[src/hw/rtl/rgd_pkg.sv]
// Package: shared types, constants and font lookup for the draw stream block.
package rgd_pkg;

  localparam logic [7:0] CMD_COLSET = 8'h2A;
  localparam logic [7:0] CMD_ROWSET = 8'h2B;
  localparam logic [7:0] CMD_MEMWR  = 8'h2C;
  localparam logic [3:0] CELL_W     = 4'd6;
  localparam logic [3:0] CELL_H     = 4'd8;

  localparam logic [0:0] CFG_PANEL_WIDTH  = 1'b0;
  localparam logic [0:0] CFG_PANEL_HEIGHT = 1'b1;

  typedef enum logic [1:0] {
    KIND_CMD   = 2'd0,
    KIND_DATA  = 2'd1,
    KIND_PIXEL = 2'd2
  } item_kind_e;

  typedef enum logic [1:0] {
    BE_IDLE,
    BE_WINDOW,
    BE_CHAR,
    BE_FILL
  } be_state_e;

  // Classified job handed from the front to the back.
  typedef struct packed {
    logic        is_char;
    logic [7:0]  x0;
    logic [7:0]  y0;
    logic [7:0]  x1;
    logic [7:0]  y1;
    logic [15:0] count;
    logic [7:0]  char_code;
    logic [15:0] fg;
    logic [15:0] bg;
  } job_t;

  // Column bitmap of one glyph column; bit r is row r.
  function automatic logic [7:0] font_col(input logic [7:0] code, input logic [2:0] col);
    logic [39:0] g;
    begin
      case (code)
        8'h3E: g = 40'h08_1C_3E_1C_08;
        8'h2A: g = 40'h14_08_3E_08_14;
        8'h3A: g = 40'h00_36_36_00_00;
        8'h2F: g = 40'h20_10_08_04_02;
        8'h30: g = 40'h3E_51_49_45_3E;
        8'h31: g = 40'h00_42_7F_40_00;
        8'h32: g = 40'h42_61_51_49_46;
        8'h33: g = 40'h21_41_45_4B_31;
        8'h34: g = 40'h18_14_12_7F_10;
        8'h35: g = 40'h27_45_45_45_39;
        8'h36: g = 40'h3C_4A_49_49_30;
        8'h37: g = 40'h01_71_09_05_03;
        8'h38: g = 40'h36_49_49_49_36;
        8'h39: g = 40'h06_49_49_29_1E;
        8'h41: g = 40'h7E_11_11_11_7E;
        8'h42: g = 40'h7F_49_49_49_36;
        8'h43: g = 40'h3E_41_41_41_22;
        8'h44: g = 40'h7F_41_41_22_1C;
        8'h45: g = 40'h7F_49_49_49_41;
        8'h46: g = 40'h7F_09_09_09_01;
        8'h47: g = 40'h3E_41_49_49_7A;
        8'h48: g = 40'h7F_08_08_08_7F;
        8'h49: g = 40'h00_41_7F_41_00;
        8'h4A: g = 40'h20_40_41_3F_01;
        8'h4B: g = 40'h7F_08_14_22_41;
        8'h4C: g = 40'h7F_40_40_40_40;
        8'h4D: g = 40'h7F_02_0C_02_7F;
        8'h4E: g = 40'h7F_04_08_10_7F;
        8'h4F: g = 40'h3E_41_41_41_3E;
        8'h50: g = 40'h7F_09_09_09_06;
        8'h51: g = 40'h3E_41_51_21_5E;
        8'h52: g = 40'h7F_09_19_29_46;
        8'h53: g = 40'h46_49_49_49_31;
        8'h54: g = 40'h01_01_7F_01_01;
        8'h55: g = 40'h3F_40_40_40_3F;
        8'h56: g = 40'h1F_20_40_20_1F;
        8'h57: g = 40'h3F_40_38_40_3F;
        8'h58: g = 40'h63_14_08_14_63;
        8'h59: g = 40'h07_08_70_08_07;
        8'h5A: g = 40'h61_51_49_45_43;
        default: g = 40'h0;
      endcase
      case (col)
        3'd0: font_col = g[39:32];
        3'd1: font_col = g[31:24];
        3'd2: font_col = g[23:16];
        3'd3: font_col = g[15:8];
        3'd4: font_col = g[7:0];
        default: font_col = 8'h00;
      endcase
    end
  endfunction

endpackage

[src/hw/rtl/rgd_queue.sv]
// Small job queue between the front and back ends.
module rgd_queue
  import rgd_pkg::*;
#(
  parameter int unsigned Depth = 2
) (
  input  logic clk_i,
  input  logic rst_ni,
  input  logic in_valid_i,
  output logic in_ready_o,
  input  job_t in_job_i,
  output logic out_valid_o,
  input  logic out_ready_i,
  output job_t out_job_o
);

  localparam int unsigned AW = (Depth > 1) ? $clog2(Depth) : 1;

  job_t            mem_q [Depth];
  logic [AW-1:0]   wr_q, rd_q;
  logic [AW:0]     cnt_q;
  logic            push, pop;

  assign in_ready_o  = cnt_q != (AW+1)'(Depth);
  assign out_valid_o = cnt_q != '0;
  assign push        = in_valid_i && in_ready_o;
  assign pop         = out_valid_o && out_ready_i;
  assign out_job_o   = mem_q[rd_q];

  always_ff @(posedge clk_i or negedge rst_ni) begin
    if (!rst_ni) begin
      wr_q  <= '0;
      rd_q  <= '0;
      cnt_q <= '0;
    end else begin
      if (push) wr_q <= (wr_q == AW'(Depth - 1)) ? '0 : wr_q + AW'(1);
      if (pop)  rd_q <= (rd_q == AW'(Depth - 1)) ? '0 : rd_q + AW'(1);
      cnt_q <= cnt_q + (AW+1)'(push) - (AW+1)'(pop);
    end
  end

  always_ff @(posedge clk_i) begin
    if (push) mem_q[wr_q] <= in_job_i;
  end

  assert property (@(posedge clk_i) disable iff (!rst_ni)
    cnt_q <= (AW+1)'(Depth)) else $error("queue overflow");
  assert property (@(posedge clk_i) disable iff (!rst_ni)
    push && !pop |=> cnt_q == $past(cnt_q) + (AW+1)'(1)) else $error("queue count");
  assert property (@(posedge clk_i) disable iff (!rst_ni)
    pop && !push |=> cnt_q == $past(cnt_q) - (AW+1)'(1)) else $error("queue count");

endmodule

[config.mk]
export PLATFORM = sky130hd
export DESIGN_NAME = rgd_queue
export DESIGN_NICKNAME = d
export VERILOG_FILES = /design/src/hw/rtl/rgd_pkg.sv /design/src/hw/rtl/rgd_queue.sv
export SDC_FILE = /design/constraint.sdc
export NUM_CORES = 1
export LEC_CHECK = 0
export BUFFER_PORTS_ARGS = -buffer_cell sky130_fd_sc_hd__buf_4
export CORE_MARGIN = 1.5
export CORE_UTILIZATION = 56
export CTS_CLUSTER_DIAMETER = 40
export DETAILED_ROUTE_END_ITERATION = 8
export GPL_TIMING_DRIVEN = 0
export PLACE_DENSITY = 0.85
export RECOVER_POWER = 50
export SYNTH_ARGS = -nofsm -noshare
export SYNTH_HDL_FRONTEND = slang
export SYNTH_SLANG_ARGS = --single-unit
[constraint.sdc]
create_clock -name clk_i -period 13.5 [get_ports clk_i]
set_input_delay 1.35 -clock clk_i [delete_from_list [all_inputs] [get_ports clk_i]]
set_output_delay 1.35 -clock clk_i [all_outputs]
set_load 0.02 [all_outputs]
==> flow_summary.json, run 1 <==
{
  "status": "finished with violations",
  "violations": "design-rule violations, max-capacitance violations, max-slew violations",
  "finalNetCount": 599,
  "timing.hold.ws_ns": 0.511,
  "cpLargestDelayFamily": "simple AND/OR/NAND/NOR gates",
  "cts_made_buffers": 17,
  "ctsRootBufferMaster": "clkbuf_16",
  "hold_start": "wr_q",
  "gp_congestion": 0.761,
  "holdPathStages": 1,
  "syn-cell-area_mm2": 0.00668,
  "endpoint_kind": "flop",
  "rows": 39,
  "setup.worst_path.class": "input port to flop",
  "hold_viol": 0,
  "finalCriticalPeriod_ns": 3.42,
  "setup_viol": 0,
  "fp.dieH_um": 112,
  "critPathMaxFanout": 49,
  "critical_path_arrival_ns": 3.51,
  "layout-area-overhead-vs-synth_pct": 32.2,
  "post-cts-setup-buffer-count": 0,
  "num-fill-cells": 680,
  "slew_viol_final": 55,
  "hp-class": "flop to flop",
  "ctsHoldBuffers": 0,
  "cp-start-kind": "input port",
  "cts_sinks": 182,
  "crit_chain": "clkbuf_1, and3_1, buf_16",
  "crit_required_ns": 13.59,
  "drv_cap": 2,
  "grt_pass1_wl_um": 18300,
  "fin_crit_sh_pct": 25.4,
  "setup_tns_ns": 0,
  "place_area_mm2": 0.00834,
  "diodes": 0,
  "slew_headroom_pct": -35.1,
  "r2r-end": "mem_q[1][65]",
  "post_cts_resized": 0,
  "synth_seq_area_share_pct": 81.6,
  "worst_pin_slew_ns": 2.03,
  "rsz0062_at_grt": "false",
  "final_core_util_pct": 76.6,
  "grt_overflow": 0,
  "drt_iter0_markers": 187,
  "grt_max_degree": 50,
  "wl_per_cell_um": 17.8,
  "ys_ff_latch": 182,
  "ys_types": 18,
  "max_stage_delay_ns": 1.57,
  "r2r_slack_ns": 10.62,
  "skew_ns": 0.00632,
  "core_mm2": 0.0115,
  "ctsHtreeMaxLevel": 4,
  "startpoint": "in_valid_i",
  "layout-drive-gt1-share_pct": 56.6,
  "via_per_inst": 5.27,
  "irDropWorstVdd_v": 0.000158,
  "cpMaxStageDelayCell": "and3_1",
  "antenna_found_initial": 0,
  "gr-usage-all-layers_pct": 19.4,
  "drcViolationCount": 11,
  "multi_input_area_mm2": 0.00112,
  "max_freq_ghz": 0.292,
  "syn_nets": 393,
  "die-area_mm2": 0.0126,
  "insertion_delay_ns": 0.42,
  "die_x_um": 112,
  "path_clk_slew_ns": 0.06,
  "firstDrtPassIters": 6,
  "yosysWarnings": 0,
  "r2r_start": "cnt_q[0]",
  "ff2ff_path_depth": 3,
  "first_global_vias": 3675,
  "vias": 3481,
  "cts_tree": "built",
  "ios": 184,
  "avgSynthCellArea_um2": 22.3,
  "antenna_left": 0,
  "final-seq-area_mm2": 0.00545,
  "wirelength_um": 11800,
  "cts_max_path_buffers": 2,
  "portBuffers": 183,
  "holdPathEnd": "wr_q",
  "leakage_nw": 3.27,
  "p_per_area_mw_per_mm2": 228,
  "dp_hpwl_um": 7970,
  "postLayoutCellArea_mm2": 0.00882,
  "path_buf_inv": 2,
  "synthCells": 299,
  "initial_core_util_pct": 58.0
}
## registers in the layout, indices dropped and copies added, names as in the netlist
register  flops
rd_q          1
cnt_q         2
wr_q          1
mem_q       178
## layout by cell type, fill, tap and decap left out, types with 3 or more instances in the layout
cell type  instances
mux2_2            89
bufinv_16          3
clkinv_2           3
buf_6              9
clkbuf_4          73
xnor2_1            3
clkbuf_16         17
clkinv_1           4
buf_4             92
edfxtp_1         178
nor2_1             3
clkbuf_1          22
dfrtp_1            4
## worst max-delay path by stage
stage | to | slack, ns | cells after the start
2_1_floorplan | mem_q[0][0] | 7.82 | 2
3_3_place_gp | mem_q[0][63] | 5.89 | 3
3_5_place_dp | mem_q[0][59] | 10.66 | 5
4_1_cts | out_job_o[8] | 10.43 | 4
5_1_grt | mem_q[1][66] | 9.87 | 3
6_report | mem_q[1][65] | 10.08 | 3
## worst register-to-register path: cells and delay by family (launching register included)
kind / cells / cell delay (ns)
and+or+nand+nor: 2 / 1.73
buffers and inverters: 1 / 0.34
DFF: 1 / 0.44
## power by group
part           switching [W]  internal, W  leakage, nW  total [W]
registers          0.0000303     0.000773         1.70   0.000804
clock network       0.000187     0.000287        0.274   0.000475
logic               0.000392     0.000342         1.30   0.000735
total               0.000610      0.00140         3.27    0.00201
## final cells by class
cell class / instances / area share (%)
Clock inverter: 12 / 1.53
Timing Repair Buffer: 187 / 15.8
Tap cell: 143 / 2.03
Clock buffer: 20 / 4.95
Buffer: 10 / 1.23
Multi-Input combinational cell: 107 / 12.7
Sequential cell: 182 / 61.7
## logic make-up (layout without fill, tap and decap cells)
family / count (synthesis) / count (layout) / share of synthesized area, %
flops: 182 / 182 / 81.6
mux: 89 / 89 / 15.0
simple gates: 10 / 10 / 0.731
buf+inv: 10 / 229 / 1.63
compound gates: 4 / 4 / 0.469
xor+xnor: 3 / 3 / 0.394
fa+ha+maj: 1 / 1 / 0.187
## synth_stat cells, drive strengths merged
library cell / n / share of area, %
edfxtp: 178 / 80
and3: 1 / 0.094
nand2b: 1 / 0.094
or2: 1 / 0.094
nor2b: 1 / 0.094
nand2: 2 / 0.11
xnor2: 3 / 0.39
a211oi: 1 / 0.11
nor2: 3 / 0.17
dfrtp: 4 / 1.5
a21bo: 1 / 0.15
mux2: 89 / 15
nand3: 1 / 0.075
a32oi: 1 / 0.13
o21ai: 1 / 0.075
ha: 1 / 0.19
buf: 10 / 1.6
## metal layers
| layer | vias up | wire [um] | global-route usage, % |
|---|---|---|---|
| met2 | 122 | 6250 | 33.8 |
| li1 | 1607 | - | - |
| met5 | - | 0 | 0 |
| met1 | 1734 | 4410 | 22.1 |
| met3 | 18 | 915 | 6.70 |
| met4 | 0 | 210 | 7.43 |
## stage by stage
stage | instances | total power, W | setup WS [ns]
floorplan | 299 | 0.00127 | 7.82
detailed placement | 629 | 0.00156 | 10.66
global placement | 625 | 0.00154 | 5.89
global route | 661 | 0.00209 | 9.87
finish | 661 | 0.00201 | 10.08
CTS | 661 | 0.00204 | 10.43
No activity file was read; power rests on OpenSTA's default activity.
==> run 2: changes to the inputs <==
--- a/config.mk
+++ b/config.mk
@@ -7,11 +7,11 @@
 export LEC_CHECK = 0
 export BUFFER_PORTS_ARGS = -buffer_cell sky130_fd_sc_hd__buf_4
 export CORE_MARGIN = 1.5
-export CORE_UTILIZATION = 56
+export CORE_UTILIZATION = 47
 export CTS_CLUSTER_DIAMETER = 40
 export DETAILED_ROUTE_END_ITERATION = 8
 export GPL_TIMING_DRIVEN = 0
-export PLACE_DENSITY = 0.85
+export PLACE_DENSITY = 0.76
 export RECOVER_POWER = 50
 export SYNTH_ARGS = -nofsm -noshare
 export SYNTH_HDL_FRONTEND = slang
==> constraint.sdc (replaced) <==
create_clock -name clk_i -period 2.8 [get_ports clk_i]
set_input_delay 0.28 -clock clk_i [delete_from_list [all_inputs] [get_ports clk_i]]
set_output_delay 0.28 -clock clk_i [all_outputs]
set_load 0.02 [all_outputs]
==> flow_summary.json, run 2 (synthesis results as in run 1) <==
{
  "status": "finished, final reports clean",
  "ctsHtreeMaxLevel": 4,
  "vias": 3438,
  "hold_viol": 0,
  "place_area_mm2": 0.00838,
  "cts_tree": "built",
  "top_register": "mem_q",
  "dp_hpwl_um": 8080,
  "core_mm2": 0.0139,
  "fp.dieH_um": 122,
  "fin_cells": 699,
  "grt_max_degree": 51,
  "portBuffers": 183,
  "drcViolationCount": 0,
  "endpoint_kind": "flop",
  "gr-usage-all-layers_pct": 16.3,
  "setup.worst_path.class": "flop to flop",
  "ios": 184,
  "firstDrtPassIters": 4,
  "grt_overflow": 0,
  "setup_viol": 0,
  "final_cell_mix": "edfxtp_1, buf_4, mux2_2",
  "ctsRootBufferMaster": "clkbuf_16",
  "critPathMaxFanout": 50,
  "finalCriticalPeriod_ns": 2.18,
  "layout-area-overhead-vs-synth_pct": 33.6,
  "slew_viol_final": 0,
  "postLayoutCellArea_mm2": 0.00892,
  "cts_max_path_buffers": 2,
  "final_common_cell": "edfxtp_1",
  "largest_reg_flops": 178,
  "die-area_mm2": 0.0149,
  "first_global_vias": 3663,
  "antenna_found_initial": 0,
  "hp-class": "input port to flop",
  "drt_iter0_markers": 163,
  "max_freq_ghz": 0.460,
  "p_per_area_mw_per_mm2": 1090,
  "cts_sinks": 182,
  "timing.hold.ws_ns": 0.0653,
  "post-cts-setup-buffer-count": 0,
  "diodes": 0,
  "via_per_inst": 4.92,
  "path_clk_slew_ns": 0.07,
  "rows": 43,
  "grt_pass1_wl_um": 17900,
  "worst_pin_slew_ns": 1.02,
  "cp-start-kind": "flop",
  "wl_per_cell_um": 16.9,
  "die_x_um": 122,
  "insertion_delay_ns": 0.42,
  "crit_required_ns": 2.90,
  "placed_cells": 666,
  "rsz0062_at_grt": "false",
  "gp_congestion": 0.707,
  "fin_crit_sh_pct": 77.7,
  "largest_registers": "mem_q x178, cnt_q x2",
  "initial_core_util_pct": 48.1,
  "slew_headroom_pct": 32.3,
  "cts_made_buffers": 17,
  "leakage_nw": 3.29,
  "layout-drive-gt1-share_pct": 58.0,
  "drv_cap": 0,
  "irDropWorstVdd_v": 0.000569,
  "antenna_left": 0,
  "finalNetCount": 600,
  "skew_ns": 0.00694,
  "setup_tns_ns": 0,
  "critical_path_arrival_ns": 2.28,
  "wirelength_um": 11800
}
## run 2: cell types whose count changed in the layout (fill, tap and decap cells not counted)
cell,previous run,this run
clkinv_4,0,1
clkbuf_1,22,19
clkinv_2,3,2
clkbuf_4,73,76
inv_6,0,2
nor2_1,3,2
nor2_4,0,1
and3_1,1,0
and3_2,0,1
dlygate4sd3_1,0,1
clkinvlp_4,2,3
clkinv_1,4,1
## run 2: final timing paths
path	from	to	slack, ns	cells after the start
worst max-delay path	cnt_q[0]	mem_q[1][47]	0.62	3
worst min-delay path	in_job_i[7]	mem_q[0][7]	0.07	1
worst max register to register	cnt_q[0]	mem_q[1][47]	0.62	3
worst min register to register	wr_q	wr_q	0.55	1
max in group asynchronous	rst_ni	cnt_q[1]	2.37	2
min in group asynchronous	rst_ni	cnt_q[0]	0.24	2
## run 2: cell type report
cell class,count,area [um2]
multi-input cells,107,1130
clock buffers,20,437
repair buffers,188,1420
flip-flops and latches,182,5450
plain buffers,10,109
well taps,180,225
clock inverters,12,153
fillers,1008,4960
## run 2: metrics by stage
step / setup WS (ns) / util, % / total power [W]
5_1_grt: 0.453 / 64.2 / 0.0102
3_3_place_gp: -0.330 / 59.7 / 0.00739
4_1_cts: 0.780 / 64.7 / 0.00991
6_report: 0.624 / 64.2 / 0.00976
3_5_place_dp: 0.788 / 60.4 / 0.00754
2_1_floorplan: 0.222 / - / 0.00608
## run 2: critical path, stage by stage, from the launching register on
cell and delay (ns):
dfrtp_1 0.44, nand2b_1 0.17, and3_2 0.88, buf_16 0.35
## run 2: timing repair
| item | in CTS | in global routing |
|---|---|---|
| hold endpoints to repair | 4 | 0 |
| hold buffers | 1 | 0 |
| gates resized for setup | 0 | 0 |
## run 2: where the power goes
group / switching [W] / total, W / internal, W
sequential: 0.000143 / 0.00386 / 0.00372
combinational: 0.00189 / 0.00353 / 0.00164
clock: 0.000960 / 0.00236 / 0.00140
total: 0.00299 / 0.00976 / 0.00677
## run 2: routing by layer
layer | track usage, % | wire length [um] | up-vias
li1 | - | - | 1608
met4 | 8.43 | 255 | 0
met5 | 0 | 0 | -
met2 | 28.5 | 6280 | 114
met1 | 18.2 | 4540 | 1698
met3 | 4.49 | 716 | 18
