File: src/hw/rtl/rgd_pkg.sv
// Package: shared types, constants and font lookup for the draw stream block.
package rgd_pkg;

  localparam logic [7:0] CMD_COLSET = 8'h2A;
  localparam logic [7:0] CMD_ROWSET = 8'h2B;
  localparam logic [7:0] CMD_MEMWR  = 8'h2C;
  localparam logic [3:0] CELL_W     = 4'd6;
  localparam logic [3:0] CELL_H     = 4'd8;

  localparam logic [0:0] CFG_PANEL_WIDTH  = 1'b0;
  localparam logic [0:0] CFG_PANEL_HEIGHT = 1'b1;

  typedef enum logic [1:0] {
    KIND_CMD   = 2'd0,
    KIND_DATA  = 2'd1,
    KIND_PIXEL = 2'd2
  } item_kind_e;

  typedef enum logic [1:0] {
    BE_IDLE,
    BE_WINDOW,
    BE_CHAR,
    BE_FILL
  } be_state_e;

  // Classified job handed from the front to the back.
  typedef struct packed {
    logic        is_char;
    logic [7:0]  x0;
    logic [7:0]  y0;
    logic [7:0]  x1;
    logic [7:0]  y1;
    logic [15:0] count;
    logic [7:0]  char_code;
    logic [15:0] fg;
    logic [15:0] bg;
  } job_t;

  // Column bitmap of one glyph column; bit r is row r.
  function automatic logic [7:0] font_col(input logic [7:0] code, input logic [2:0] col);
    logic [39:0] g;
    begin
      case (code)
        8'h3E: g = 40'h08_1C_3E_1C_08;
        8'h2A: g = 40'h14_08_3E_08_14;
        8'h3A: g = 40'h00_36_36_00_00;
        8'h2F: g = 40'h20_10_08_04_02;
        8'h30: g = 40'h3E_51_49_45_3E;
        8'h31: g = 40'h00_42_7F_40_00;
        8'h32: g = 40'h42_61_51_49_46;
        8'h33: g = 40'h21_41_45_4B_31;
        8'h34: g = 40'h18_14_12_7F_10;
        8'h35: g = 40'h27_45_45_45_39;
        8'h36: g = 40'h3C_4A_49_49_30;
        8'h37: g = 40'h01_71_09_05_03;
        8'h38: g = 40'h36_49_49_49_36;
        8'h39: g = 40'h06_49_49_29_1E;
        8'h41: g = 40'h7E_11_11_11_7E;
        8'h42: g = 40'h7F_49_49_49_36;
        8'h43: g = 40'h3E_41_41_41_22;
        8'h44: g = 40'h7F_41_41_22_1C;
        8'h45: g = 40'h7F_49_49_49_41;
        8'h46: g = 40'h7F_09_09_09_01;
        8'h47: g = 40'h3E_41_49_49_7A;
        8'h48: g = 40'h7F_08_08_08_7F;
        8'h49: g = 40'h00_41_7F_41_00;
        8'h4A: g = 40'h20_40_41_3F_01;
        8'h4B: g = 40'h7F_08_14_22_41;
        8'h4C: g = 40'h7F_40_40_40_40;
        8'h4D: g = 40'h7F_02_0C_02_7F;
        8'h4E: g = 40'h7F_04_08_10_7F;
        8'h4F: g = 40'h3E_41_41_41_3E;
        8'h50: g = 40'h7F_09_09_09_06;
        8'h51: g = 40'h3E_41_51_21_5E;
        8'h52: g = 40'h7F_09_19_29_46;
        8'h53: g = 40'h46_49_49_49_31;
        8'h54: g = 40'h01_01_7F_01_01;
        8'h55: g = 40'h3F_40_40_40_3F;
        8'h56: g = 40'h1F_20_40_20_1F;
        8'h57: g = 40'h3F_40_38_40_3F;
        8'h58: g = 40'h63_14_08_14_63;
        8'h59: g = 40'h07_08_70_08_07;
        8'h5A: g = 40'h61_51_49_45_43;
        default: g = 40'h0;
      endcase
      case (col)
        3'd0: font_col = g[39:32];
        3'd1: font_col = g[31:24];
        3'd2: font_col = g[23:16];
        3'd3: font_col = g[15:8];
        3'd4: font_col = g[7:0];
        default: font_col = 8'h00;
      endcase
    end
  endfunction

endpackage

File: src/hw/rtl/rgd_front.sv
// Front end: accept requests, clip or reject them, and register a job.
module rgd_front
  import rgd_pkg::*;
(
  input  logic        clk_i,
  input  logic        rst_ni,
  input  logic        req_valid_i,
  output logic        req_ready_o,
  input  logic        req_type_i,
  input  logic [7:0]  pos_x_i,
  input  logic [7:0]  pos_y_i,
  input  logic [7:0]  rect_width_i,
  input  logic [7:0]  rect_height_i,
  input  logic [7:0]  char_code_i,
  input  logic [15:0] fg_color_i,
  input  logic [15:0] bg_color_i,
  input  logic [7:0]  panel_width_i,
  input  logic [7:0]  panel_height_i,
  output logic        job_valid_o,
  input  logic        job_ready_i,
  output job_t        job_o
);

  // Stage 1: clip and classify.
  logic       s1_valid_q;
  logic       s1_char_q;
  logic [7:0] s1_x_q, s1_y_q, s1_w_q, s1_h_q, s1_code_q;
  logic [15:0] s1_fg_q, s1_bg_q;
  logic       s1_ready;

  // Stage 2 handshake, needed by stage 1.
  logic s2_valid_q;
  logic s2_ready;

  logic [8:0] room_x, room_y;
  logic [7:0] w_clip, h_clip;
  logic       keep;

  assign room_x = {1'b0, panel_width_i} - {1'b0, pos_x_i};
  assign room_y = {1'b0, panel_height_i} - {1'b0, pos_y_i};

  always_comb begin
    w_clip = ({1'b0, rect_width_i} > room_x) ? room_x[7:0] : rect_width_i;
    h_clip = ({1'b0, rect_height_i} > room_y) ? room_y[7:0] : rect_height_i;
    if (req_type_i) begin
      keep = ({1'b0, pos_x_i} + 9'(CELL_W) <= {1'b0, panel_width_i}) &&
             ({1'b0, pos_y_i} + 9'(CELL_H) <= {1'b0, panel_height_i});
    end else begin
      keep = (pos_x_i < panel_width_i) && (pos_y_i < panel_height_i) &&
             (rect_width_i != 8'd0) && (rect_height_i != 8'd0);
    end
  end

  assign req_ready_o = s1_ready;
  assign s1_ready    = !s1_valid_q || s2_ready;

  always_ff @(posedge clk_i or negedge rst_ni) begin
    if (!rst_ni) begin
      s1_valid_q <= 1'b0;
    end else if (s1_ready) begin
      s1_valid_q <= req_valid_i && keep;
    end
  end

  always_ff @(posedge clk_i) begin
    if (req_valid_i && s1_ready) begin
      s1_char_q <= req_type_i;
      s1_x_q    <= pos_x_i;
      s1_y_q    <= pos_y_i;
      s1_w_q    <= req_type_i ? 8'(CELL_W) : w_clip;
      s1_h_q    <= req_type_i ? 8'(CELL_H) : h_clip;
      s1_code_q <= char_code_i;
      s1_fg_q   <= fg_color_i;
      s1_bg_q   <= bg_color_i;
    end
  end

  // Stage 2: area multiply and window ends.
  job_t job_q;

  assign s2_ready = !s2_valid_q || job_ready_i;

  always_ff @(posedge clk_i or negedge rst_ni) begin
    if (!rst_ni) begin
      s2_valid_q <= 1'b0;
    end else if (s2_ready) begin
      s2_valid_q <= s1_valid_q;
    end
  end

  always_ff @(posedge clk_i) begin
    if (s2_ready && s1_valid_q) begin
      job_q.is_char   <= s1_char_q;
      job_q.x0        <= s1_x_q;
      job_q.y0        <= s1_y_q;
      job_q.x1        <= s1_x_q + s1_w_q - 8'd1;
      job_q.y1        <= s1_y_q + s1_h_q - 8'd1;
      job_q.count     <= s1_w_q * s1_h_q;
      job_q.char_code <= s1_code_q;
      job_q.fg        <= s1_fg_q;
      job_q.bg        <= s1_bg_q;
    end
  end

  assign job_valid_o = s2_valid_q;
  assign job_o       = job_q;

  assert property (@(posedge clk_i) disable iff (!rst_ni)
    s2_valid_q && !job_ready_i |=> s2_valid_q && $stable(job_q))
    else $error("job dropped under stall");
  assert property (@(posedge clk_i) disable iff (!rst_ni)
    s2_valid_q && !job_q.is_char |-> job_q.count != 16'd0)
    else $error("empty fill reached queue");
  assert property (@(posedge clk_i) disable iff (!rst_ni)
    s2_valid_q && job_q.is_char |-> job_q.count == 16'd48)
    else $error("bad character cell size");

endmodule

File: config.mk
export PLATFORM = sky130hd
export DESIGN_NAME = rgd_front
export DESIGN_NICKNAME = d
export VERILOG_FILES = /design/src/hw/rtl/rgd_pkg.sv /design/src/hw/rtl/rgd_front.sv
export SDC_FILE = /design/constraint.sdc
export NUM_CORES = 1
export LEC_CHECK = 0
export ABC_AREA = 0
export BUFFER_PORTS_ARGS = -buffer_cell sky130_fd_sc_hd__buf_2
export CORE_ASPECT_RATIO = 1.2
export CORE_UTILIZATION = 50
export CTS_BUF_LIST = sky130_fd_sc_hd__clkbuf_16
export DETAILED_ROUTE_END_ITERATION = 12
export PLACE_DENSITY = 0.77
export RECOVER_POWER = 25
export SLEW_MARGIN = 40
export SYNTH_ARGS = -nofsm -noshare
export SYNTH_HDL_FRONTEND = slang
export SYNTH_SLANG_ARGS = --single-unit
File: constraint.sdc
create_clock -name clk_i -period 6.5 [get_ports clk_i]
set_input_delay 0.975 -clock clk_i [delete_from_list [all_inputs] [get_ports clk_i]]
set_output_delay 0.975 -clock clk_i [all_outputs]
set_load 0.02 [all_outputs]
==> load_flow_metrics.sql, run 1 <==
INSERT INTO impl_metrics (metric_group, metric, value, unit) VALUES
('synth', 'synth_edf_count', '162', ''),
('pwr', 'power-per-cell-area', '308.7', 'nW/um2'),
('routing', 'vias_per_cell', '5.010', ''),
('flow_run', 'max_cap_viol_count', '0', ''),
('setup_path', 'setup.reg_to_reg.worst_slack', '1.83', 'ns'),
('clock_network', 'postCtsResizedCells', '0', ''),
('grt', 'grt.total_usage', '20.26', '%'),
('setup_path', 'worst_case_reg_to_reg_path_depth', '14', ''),
('cells_and_area', 'fill_cells', '1552', ''),
('synth', 'post_synth_instance_area', '9773', 'um2'),
('grt', 'overflow', '0', ''),
('routing', 'num_vias', '6363', ''),
('floorplan', 'num_io_pins', '184', ''),
('cells_and_area', 'layout.cells.most_common', 'buf_2', ''),
('setup_path', 'critical-path-max-stage-delay', '0.56', 'ns'),
('setup_path', 'timing.critical_path.required', '6.68', 'ns'),
('routing', 'detail_route.wl_per_cell', '15.07', 'um'),
('routing', 'ant_nets', '0', ''),
('clock_network', 'cts_max_path_buffers', '2', ''),
('synth', 'synth.top_cells.by_area', 'edfxtp_1 (50%), ha_1 (14%), fa_1 (8.2%)', ''),
('pwr', 'cell_internal_pwr', '0.002356', 'W'),
('pwr', 'clock_power_share', '28.2', '%'),
('routing', 'drc', '0', ''),
('floorplan', 'starting_density', '51.46', '%'),
('floorplan', 'floorplan.core_area', '18990', 'um2'),
('setup_path', 'critPathLaunch', 's1_h_q[7]', ''),
('timing', 'skew', '0.02463', 'ns'),
('pwr', 'p_leak', '5.381', 'nW'),
('clock_network', 'postCtsHoldBufs', '0', ''),
('floorplan', 'row_count', '55', ''),
('worst_hold_path', 'worstHoldPathType', 'in2async', ''),
('synth', 'synthesis.yosys.warnings', '0', ''),
('timing', 'max_clock_freq', '214.3', 'MHz'),
('pwr', 'share_seq_of_total_power', '38.1', '%'),
('synth', 'ys_dominant_reg_cell', 'edfxtp_1', ''),
('placement', 'hpwlAfterDp', '15310', 'um'),
('synth', 'synth_nets', '1049', ''),
('cells_and_area', 'mostFrequentLayoutCells', 'buf_2 (175), inv_1 (162), edfxtp_1 (162), ha_1 (112), nor2_1 (52)', ''),
('grt', 'maximum_number_of_pins_on_one_net_before_global_route_repair', '59', ''),
('setup_path', 'endpoint_type_of_the_worst_setup_path', 'register', ''),
('synth', 'synthArstFlopShare', '1.220', '%'),
('cells_and_area', 'layout.nets', '1246', ''),
('synth', 'seq_total_area_yosys', '50.29', '%'),
('clock_network', 'clock_sinks', '164', ''),
('setup_path', 'critical_path.reg2reg.endpoint', 'job_o[55]', ''),
('timing', 'final_min_period_over_clock_period', '71.80', '%'),
('clock_network', 'tritoncts_clock_tree', 'yes', ''),
('synth', 'yosys_register_bits', '164', ''),
('grt', 'first_pass_grt_wire_length', '30770', 'um'),
('synth', 'ys_types', '56', ''),
('cells_and_area', 'area_growth', '18.83', '%'),
('status', 'outcome', 'complete, no violations', ''),
('pwr', 'vdd_drop_max', '0.0001686', 'V'),
('synth', 'netlist_instances', '804', ''),
('routing', 'initialDrtViolationCount', '258', ''),
('timing', 'setup_tns', '0', 'ns'),
('synth', 'yosysTopAreaCell', 'edfxtp_1', ''),
('floorplan', 'floorplan.die_area', '20110', 'um2'),
('synth', 'syn_avg_cell_area', '12.16', 'um2'),
('pwr', 'design_power_total', '0.003585', 'W'),
('routing', 'drt-total-wl', '19130', 'um'),
('timing', 'timing.max_slew.rel_slack', '49.31', '%'),
('pwr', 'net-switching-power', '0.001230', 'W'),
('setup_path', 'cp_common_cell', 'fa_1', ''),
('placement', 'gp_routability_congestion', '0.8595', ''),
('timing', 'setup_repair_after_global_routing_missed_its_margin', 'no', ''),
('clock_network', 'post-cts-setup-buffer-count', '0', ''),
('grt', 'antenna_violations_before_repair', '0', ''),
('timing', 'timing.final.setup_violations', '0', ''),
('timing', 'max_slew.worst_pin.slew', '0.7603', 'ns'),
('routing', '1st_pass_router_iterations', '4', '');
## metrics by stage
step	setup slack (ns)	cells	util [%]	hold slack, ns	area [um2]
finish	1.833	1270	61.15	0.3028	11610
global route	1.584	1270	61.15	0.2958	11610
CTS	1.839	1270	61.20	0.2967	11620
detailed placement	1.894	1238	57.91	0.4045	11000
global placement	1.976	1237	57.81	0.4011	10980
floorplan	2.168	804	-	0.4003	9773
## sequential cells by signal, summed over array words and instances, names as in the netlist
signal and count:
job_o 89, s1_bg_q 16, s1_fg_q 16, s1_code_q 8, s1_h_q 8, s1_w_q 8
s1_x_q 8, s1_y_q 8, job_valid_o 1, s1_char_q 1, s1_valid_q 1
## how the worst max path moves through the flow
stage / endpoint / slack [ns] / depth (start not counted)
floorplan: job_o[55] / 2.17 / 15
global placement: job_o[55] / 1.98 / 13
detailed placement: job_o[55] / 1.89 / 13
CTS: job_o[55] / 1.84 / 14
global route: job_o[55] / 1.58 / 14
finish: job_o[55] / 1.83 / 14
## power by group through the flow
stage / logic, W / clock network (W) / registers [W]
6_report: 0.00121 / 0.00101 / 0.00137
5_1_grt: 0.00137 / 0.00107 / 0.00138
3_5_place_dp: 0.00120 / 0 / 0.00139
4_1_cts: 0.00123 / 0.00103 / 0.00137
2_1_floorplan: 0.000815 / 0 / 0.00148
3_3_place_gp: 0.00118 / 0 / 0.00139
## cells by family after synthesis
kind of cell | after synthesis | synth area share, %
buf+inv | 172 | 6.772
flops | 164 | 50.29
simple gates | 163 | 8.424
fa+ha+maj | 152 | 22.53
compound gates | 102 | 7.310
xor+xnor | 43 | 3.854
mux | 8 | 0.8194
## layout make-up
type / count / area [um2] / area share [%]
clock buffers: 17 / 425.4 / 3.663
clock inverters: 15 / 198.9 / 1.713
inverters: 165 / 619.3 / 5.333
multi-input cells: 468 / 4202 / 36.18
flip-flops and latches: 164 / 4915 / 42.32
well taps: 256 / 320.3 / 2.758
repair buffers: 185 / 933.4 / 8.037
## metal layers
metal,global-route usage (%),wire length (um),up-vias
met3,4.195,901,22
met4,6.478,347,0
met5,0,0,-
li1,-,-,3159
met1,22.77,7770,2984
met2,37.71,10120,198
## critical path: cells and delay by family (launching register included)
kind | cells | cell delay (ns)
xor+xnor | 1 | 0.11
buf+inv | 3 | 0.16
fa+ha+maj | 5 | 2.56
simple gates | 2 | 0.34
compound gates | 3 | 0.72
flops | 1 | 0.51
## cells in the mapped netlist (3+ instances only)
cell	instances
clkinv_1	3
o21bai_1	6
fa_1	40
mux2i_1	8
o21a_1	6
edfxtp_1	162
a211o_1	4
xnor2_1	33
nand3b_1	3
nor2_1	52
inv_1	162
and4_1	3
ha_1	112
or2_1	5
o21ai_0	9
a21oi_1	32
a21o_1	14
clkbuf_1	4
o21ai_1	5
nand4_1	7
nor3_1	9
xor2_1	10
nor2b_1	10
nand2b_1	4
nor4_1	5
nand3_1	14
and3_1	4
nand2_1	26
and2_1	13
(Power assumes the default switching activity.)
==> inputs of run 2 (changes only) <==
==> constraint.sdc (replaced) <==
create_clock -name clk_i -period 4.4 [get_ports clk_i]
set_input_delay 0.66 -clock clk_i [delete_from_list [all_inputs] [get_ports clk_i]]
set_output_delay 0.66 -clock clk_i [all_outputs]
set_load 0.02 [all_outputs]
==> load_flow_metrics.sql, run 2 (same netlist as run 1, synthesis figures left out) <==
INSERT INTO impl_metrics (metric_group, metric, value, unit) VALUES
('clock_network', 'tritoncts_clock_tree', 'yes', ''),
('setup_path', 'reg2reg_from', 's1_h_q[4]', ''),
('floorplan', 'num_io_pins', '184', ''),
('setup_path', 'worstPathCellList', 'inv_2 > buf_4 > nor2_1 > fa_2 > fa_1 > inv_1 > fa_1 > fa_1 > inv_1 > ha_4 > nand3_1 > o2111ai_2 > buf_4 > a41o_1 > a21oi_1 > xnor2_1', ''),
('cells_and_area', 'layout.nets', '1277', ''),
('routing', '1st_pass_router_iterations', '4', ''),
('floorplan', 'die_span_in_y', '155.2', 'um'),
('routing', 'initialDrtViolationCount', '278', ''),
('setup_path', 'critical_path.reg2reg.endpoint', 'job_o[52]', ''),
('placement', 'postPlaceCellArea', '11180', 'um2'),
('cells_and_area', 'area_growth', '22.85', '%'),
('setup_path', 'worstPathArrival', '4.47', 'ns'),
('setup_path', 'crit_path_max_fanout', '6', ''),
('cells_and_area', 'stdcell_area', '12010', 'um2'),
('floorplan', 'dieWidth', '129.6', 'um'),
('timing', 'final_min_period_over_clock_period', '97.70', '%'),
('timing', 'setup_tns', '0', 'ns'),
('grt', 'antenna_violations_before_repair', '0', ''),
('floorplan', 'row_count', '55', ''),
('flow_run', 'max_cap_viol_count', '0', ''),
('timing', 'minimum_clock_period', '4.299', 'ns'),
('routing', 'num_vias', '6517', ''),
('setup_path', 'family_with_the_most_delay_on_the_worst_path', 'adder cells', ''),
('setup_path', 'element_type_at_the_critical_path_start', 'register', ''),
('routing', 'vias_per_cell', '5.009', ''),
('pwr', 'vdd_drop_max', '0.0002633', 'V'),
('setup_path', 'cp_common_cell', 'fa_1', ''),
('setup_path', 'cp_slowest_cell', 'fa_1', ''),
('floorplan', 'floorplan.die_area', '20110', 'um2'),
('pwr', 'p_leak', '5.521', 'nW'),
('cells_and_area', 'diodes', '0', ''),
('cells_and_area', 'multi_input_comb_area', '4322', 'um2'),
('placement', 'gp_routability_congestion', '0.8658', ''),
('timing', 'finalHoldViolCount', '0', ''),
('cells_and_area', 'finish.cell_count_without_fillers', '1301', ''),
('setup_path', 'timing.critical_path.required', '4.57', 'ns'),
('floorplan', 'floorplan.core_area', '18990', 'um2'),
('setup_path', 'worst_case_reg_to_reg_path_depth', '16', ''),
('routing', 'drc', '0', ''),
('cells_and_area', 'seq_area', '4915', 'um2'),
('cells_and_area', 'layout.cells.most_common', 'buf_2', ''),
('worst_hold_path', 'hold_start', 'char_code_i[6]', ''),
('cells_and_area', 'fill_cells', '1532', ''),
('clock_network', 'clock_tree.htree_level_count', '4', ''),
('routing', 'drt-total-wl', '19860', 'um'),
('clock_network', 'clockRootBuffer', 'clkbuf_16', ''),
('timing', 'max_clock_freq', '232.6', 'MHz'),
('grt', 'maximum_number_of_pins_on_one_net_before_global_route_repair', '46', ''),
('setup_path', 'critPathLaunch', 's1_h_q[4]', ''),
('timing', 'timing.max_slew.rel_slack', '62.22', '%'),
('status', 'outcome', 'complete, no violations', ''),
('routing', 'detail_route.wl_per_cell', '15.27', 'um'),
('grt', 'grt.total_usage', '20.39', '%'),
('clock_network', 'clock_sinks', '164', ''),
('timing', 'maxSlewViolCount', '0', ''),
('clock_network', 'clk-insertion-delay-late', '0.43', 'ns'),
('placement', 'hpwlAfterDp', '15610', 'um'),
('setup_path', 'critical-path-max-stage-delay', '0.57', 'ns'),
('worst_hold_path', 'hold_end', 's1_code_q[6]', ''),
('pwr', 'power-per-cell-area', '476.2', 'nW/um2'),
('timing', 'timing.final.setup_violations', '0', ''),
('clock_network', 'cts_max_path_buffers', '2', ''),
('clock_network', 'numCtsBuffers', '17', ''),
('floorplan', 'starting_density', '51.46', '%'),
('setup_path', 'critPathBufInv', '5', ''),
('placement', 'place.detailed.instances', '1259', ''),
('placement', 'buffer_ports.inserted', '183', ''),
('worst_hold_path', 'hold-path-cell-count', '1', ''),
('timing', 'max_slew.worst_pin.slew', '0.5651', 'ns'),
('setup_path', 'timing_worst_setup_path_type', 'reg2reg', ''),
('timing', 'hold_slack', '0.4054', 'ns'),
('clock_network', 'clk_pin_slew', '0.08', 'ns'),
('cells_and_area', 'max_reg_flops', '89', ''),
('grt', 'overflow', '0', ''),
('setup_path', 'endpoint_type_of_the_worst_setup_path', 'register', ''),
('cells_and_area', 'final_layout_size_suffix_gt1_share', '25.45', '%'),
('grt', 'grt_pass1_vias', '6649', ''),
('grt', 'first_pass_grt_wire_length', '31440', 'um'),
('routing', 'ant_nets', '0', ''),
('timing', 'skew', '0.01353', 'ns'),
('cells_and_area', 'mostFrequentLayoutCells', 'buf_2 (164), edfxtp_1 (162), inv_1 (153), ha_1 (108), nor2_1 (50)', ''),
('setup_path', 'setup.reg_to_reg.worst_slack', '0.10', 'ns'),
('worst_hold_path', 'worstHoldPathType', 'in2reg', '');
-- run 2: changes by cell type in the layout (fill, tap and decap cells not counted), sizes merged --
cell and change:
buf +19, bufinv +1, clkbuf +11, clkinv -1
dlygate4sd3 +1
-- run 2: worst max path at each step --
stage	cells after the start	to	slack [ns]
floorplan	15	job_o[55]	0.07
global placement	14	job_o[55]	0.03
detailed placement	14	job_o[55]	-0.03
CTS	16	job_o[54]	0.01
global route	16	job_o[54]	-0.05
finish	16	job_o[52]	0.10
-- run 2: repair_timing --
item | 4_1_cts | 5_1_grt
endpoints found under the hold margin | 2 | 0
setup endpoints to repair | 2 | 4
buffers inserted | 0 | 9
pin swaps | 0 | 12
hold buffers | 1 | 0
resized for setup | 3 | 27
-- run 2: layer usage --
| layer | track usage, % | part of all wire [%] |
|---|---|---|
| met3 | 3.714 | 4.7 |
| met1 | 23.39 | 40 |
| met2 | 37.46 | 53 |
| met4 | 7.309 | 2.0 |
| met5 | 0 | 0 |
-- run 2: power breakdown --
part,internal (W),total (W),switching (W)
sequential,0.00197,0.00202,0.0000492
combinational,0.000952,0.00215,0.00120
clock,0.000839,0.00155,0.000712
total,0.00376,0.00572,0.00196
-- run 2: cell type report --
type | count | share of cell area, %
clock buffer | 17 | 3.543
clock inverter | 15 | 1.876
sequential | 164 | 40.93
tap | 256 | 2.668
timing repair buffer | 216 | 9.827
multi-input combinational | 468 | 35.99
inverter | 165 | 5.158
-- run 2: through the flow --
| step | util (%) | setup slack [ns] | power (W) |
|---|---|---|---|
| 6_report | 63.21 | 0.1010 | 0.005718 |
| 5_1_grt | 63.21 | -0.05074 | 0.006079 |
| 2_1_floorplan | - | 0.06814 | 0.003384 |
| 3_3_place_gp | 58.56 | 0.03397 | 0.003872 |
| 3_5_place_dp | 58.87 | -0.03097 | 0.003917 |
| 4_1_cts | 62.38 | 0.01012 | 0.005499 |
==> inputs of run 3 (changes only) <==
==> constraint.sdc (replaced) <==
create_clock -name clk_i -period 4.4 [get_ports clk_i]
set_input_delay 0.88 -clock clk_i [delete_from_list [all_inputs] [get_ports clk_i]]
set_output_delay 0.88 -clock clk_i [all_outputs]
set_load 0.02 [all_outputs]
==> load_flow_metrics.sql, run 3 (same netlist as run 1, synthesis figures left out) <==
INSERT INTO impl_metrics (metric_group, metric, value, unit) VALUES
('status', 'outcome', 'complete, no violations', ''),
('grt', 'maximum_number_of_pins_on_one_net_before_global_route_repair', '46', ''),
('clock_network', 'clock_sinks', '164', ''),
('cells_and_area', 'mostFrequentLayoutCells', 'buf_2 (176), edfxtp_1 (162), inv_1 (153), ha_1 (109), nor2_1 (48)', ''),
('setup_path', 'critical_path.reg2reg.endpoint', 'job_o[53]', ''),
('cells_and_area', 'area_growth', '23.27', '%'),
('cells_and_area', 'layout.cells.most_common', 'buf_2', ''),
('clock_network', 'clk_pin_slew', '0.07', 'ns'),
('grt', 'antenna_violations_before_repair', '0', ''),
('routing', 'num_vias', '6543', ''),
('setup_path', 'timing.critical_path.required', '4.58', 'ns'),
('timing', 'max_slew.worst_pin.slew', '0.5593', 'ns'),
('timing', 'minimum_clock_period', '4.289', 'ns'),
('grt', 'grt.total_usage', '20.73', '%'),
('timing', 'skew', '0.009292', 'ns'),
('floorplan', 'num_io_pins', '184', ''),
('timing', 'timing.max_slew.rel_slack', '62.60', '%'),
('setup_path', 'setup.reg_to_reg.worst_slack', '0.11', 'ns'),
('pwr', 'power-per-cell-area', '473.5', 'nW/um2'),
('timing', 'setup_repair_after_global_routing_missed_its_margin', 'yes', ''),
('floorplan', 'starting_density', '51.46', '%'),
('timing', 'maxSlewViolCount', '0', ''),
('timing', 'finalHoldViolCount', '0', ''),
('routing', 'detail_route.wl_per_cell', '15.08', 'um'),
('floorplan', 'row_count', '55', ''),
('clock_network', 'numCtsBuffers', '17', ''),
('cells_and_area', 'final_layout_size_suffix_gt1_share', '27.36', '%'),
('routing', 'initialDrtViolationCount', '302', ''),
('routing', 'ant_nets', '0', ''),
('clock_network', 'clock_tree.htree_level_count', '4', ''),
('timing', 'final_min_period_over_clock_period', '97.48', '%'),
('routing', 'drt-total-wl', '19670', 'um'),
('cells_and_area', 'max_reg_flops', '89', ''),
('routing', '1st_pass_router_iterations', '5', ''),
('worst_hold_path', 'worstHoldPathType', 'in2async', ''),
('grt', 'first_pass_grt_wire_length', '31600', 'um'),
('cells_and_area', 'layout.nets', '1281', ''),
('routing', 'vias_per_cell', '5.014', ''),
('timing', 'timing.final.setup_violations', '0', ''),
('pwr', 'p_leak', '5.580', 'nW'),
('grt', 'overflow', '0', ''),
('placement', 'buffer_ports.inserted', '183', ''),
('clock_network', 'cts_max_path_buffers', '2', ''),
('clock_network', 'tritoncts_clock_tree', 'yes', ''),
('setup_path', 'worst_case_reg_to_reg_path_depth', '15', ''),
('pwr', 'design_power_total', '0.005705', 'W'),
('timing', 'max_clock_freq', '233.2', 'MHz'),
('clock_network', 'postCtsHoldBufs', '0', ''),
('grt', 'grt_pass1_vias', '6671', ''),
('setup_path', 'element_type_at_the_critical_path_start', 'register', ''),
('flow_run', 'max_cap_viol_count', '0', ''),
('setup_path', 'reg2reg_from', 's1_w_q[6]', ''),
('setup_path', 'endpoint_type_of_the_worst_setup_path', 'register', ''),
('floorplan', 'dieWidth', '129.6', 'um'),
('cells_and_area', 'finish.cell_count_without_fillers', '1305', ''),
('cells_and_area', 'diodes', '0', ''),
('floorplan', 'floorplan.core_area', '18990', 'um2'),
('setup_path', 'worstPathArrival', '4.47', 'ns'),
('floorplan', 'die_span_in_y', '155.2', 'um'),
('setup_path', 'timing_worst_setup_path_type', 'reg2reg', ''),
('setup_path', 'crit_path_max_fanout', '4', ''),
('pwr', 'vdd_drop_max', '0.0002714', 'V'),
('placement', 'gp_routability_congestion', '0.8610', ''),
('placement', 'place.detailed.instances', '1259', ''),
('placement', 'hpwlAfterDp', '15760', 'um'),
('clock_network', 'clk-insertion-delay-late', '0.43', 'ns'),
('clock_network', 'clockRootBuffer', 'clkbuf_16', ''),
('routing', 'drc', '0', ''),
('floorplan', 'floorplan.die_area', '20110', 'um2');
run 3: cell types whose count changed in the layout (fill, tap and decap cells not counted), sizes merged:
cell,previous run,this run
dlygate4sd3,1,0
buf,196,213
clkbuf,36,24
bufinv,1,2
clkinv,11,8
inv,168,170
run 3: worst max-delay path by stage:
stage / startpoint / end / slack, ns / depth (start not counted)
after floorplan: s1_h_q[7] / job_o[55] / 0.07 / 15
after global placement: s1_w_q[3] / job_o[55] / 0.05 / 14
after detailed placement: s1_w_q[3] / job_o[55] / -0.02 / 14
after CTS: s1_h_q[7] / job_o[54] / 0.005 / 13
after global routing: s1_w_q[6] / job_o[53] / -0.03 / 15
final: s1_w_q[6] / job_o[53] / 0.11 / 15
run 3: cell type report:
| class | count | area (um2) |
|---|---|---|
| clock buffer | 17 | 425.4 |
| clock inverter | 15 | 221.5 |
| fill | 1538 | 6945 |
| inverter | 165 | 619.3 |
| multi-input combinational | 468 | 4324 |
| sequential | 164 | 4915 |
| tap | 256 | 320.3 |
| timing repair buffer | 220 | 1222 |
run 3: metrics by stage:
stage | hold slack, ns | worst slack [ns] | setup TNS, ns | cell area [um2] | util [%]
floorplan | 0.4003 | 0.06814 | 0 | 9773 | -
global placement | 0.4007 | 0.04874 | 0 | 11120 | 58.56
detailed placement | 0.4045 | -0.02366 | -0.02366 | 11180 | 58.87
CTS | 0.2027 | 0.005469 | 0 | 11840 | 62.35
global route | 0.2076 | -0.03481 | -0.1131 | 12050 | 63.43
finish | 0.2170 | 0.1111 | 0 | 12050 | 63.43
run 3: per-layer routing:
metal | wire length [um] | global-route usage (%)
met1 | 7890 | 23.72
met2 | 10400 | 37.87
met3 | 997 | 4.264
met4 | 386 | 7.254
met5 | 0 | 0
run 3: repair_timing:
| item | in CTS | in global routing |
|---|---|---|
| pin swaps | 0 | 13 |
| resized for setup | 4 | 30 |
| buffers inserted | 0 | 14 |
| setup endpoints to repair | 2 | 4 |
run 3: critical path: stages, from the launching register on:
cell      delay, ns
edfxtp_1       0.43
inv_2          0.11
buf_4          0.14
nor2_2         0.05
fa_1           0.48
fa_1           0.51
fa_1           0.55
inv_1          0.05
fa_1           0.52
inv_1          0.07
ha_4           0.27
buf_4          0.13
nand4_1        0.16
a31oi_4        0.29
a31oi_2        0.13
xnor2_1        0.14
run 3: where the power goes:
part	internal (W)	switching [W]	total [W]	leakage (nW)
clock	0.000883	0.000684	0.00157	0.316
combinational	0.000945	0.00118	0.00212	3.70
sequential	0.00197	0.0000486	0.00202	1.56
total	0.00380	0.00191	0.00571	5.58
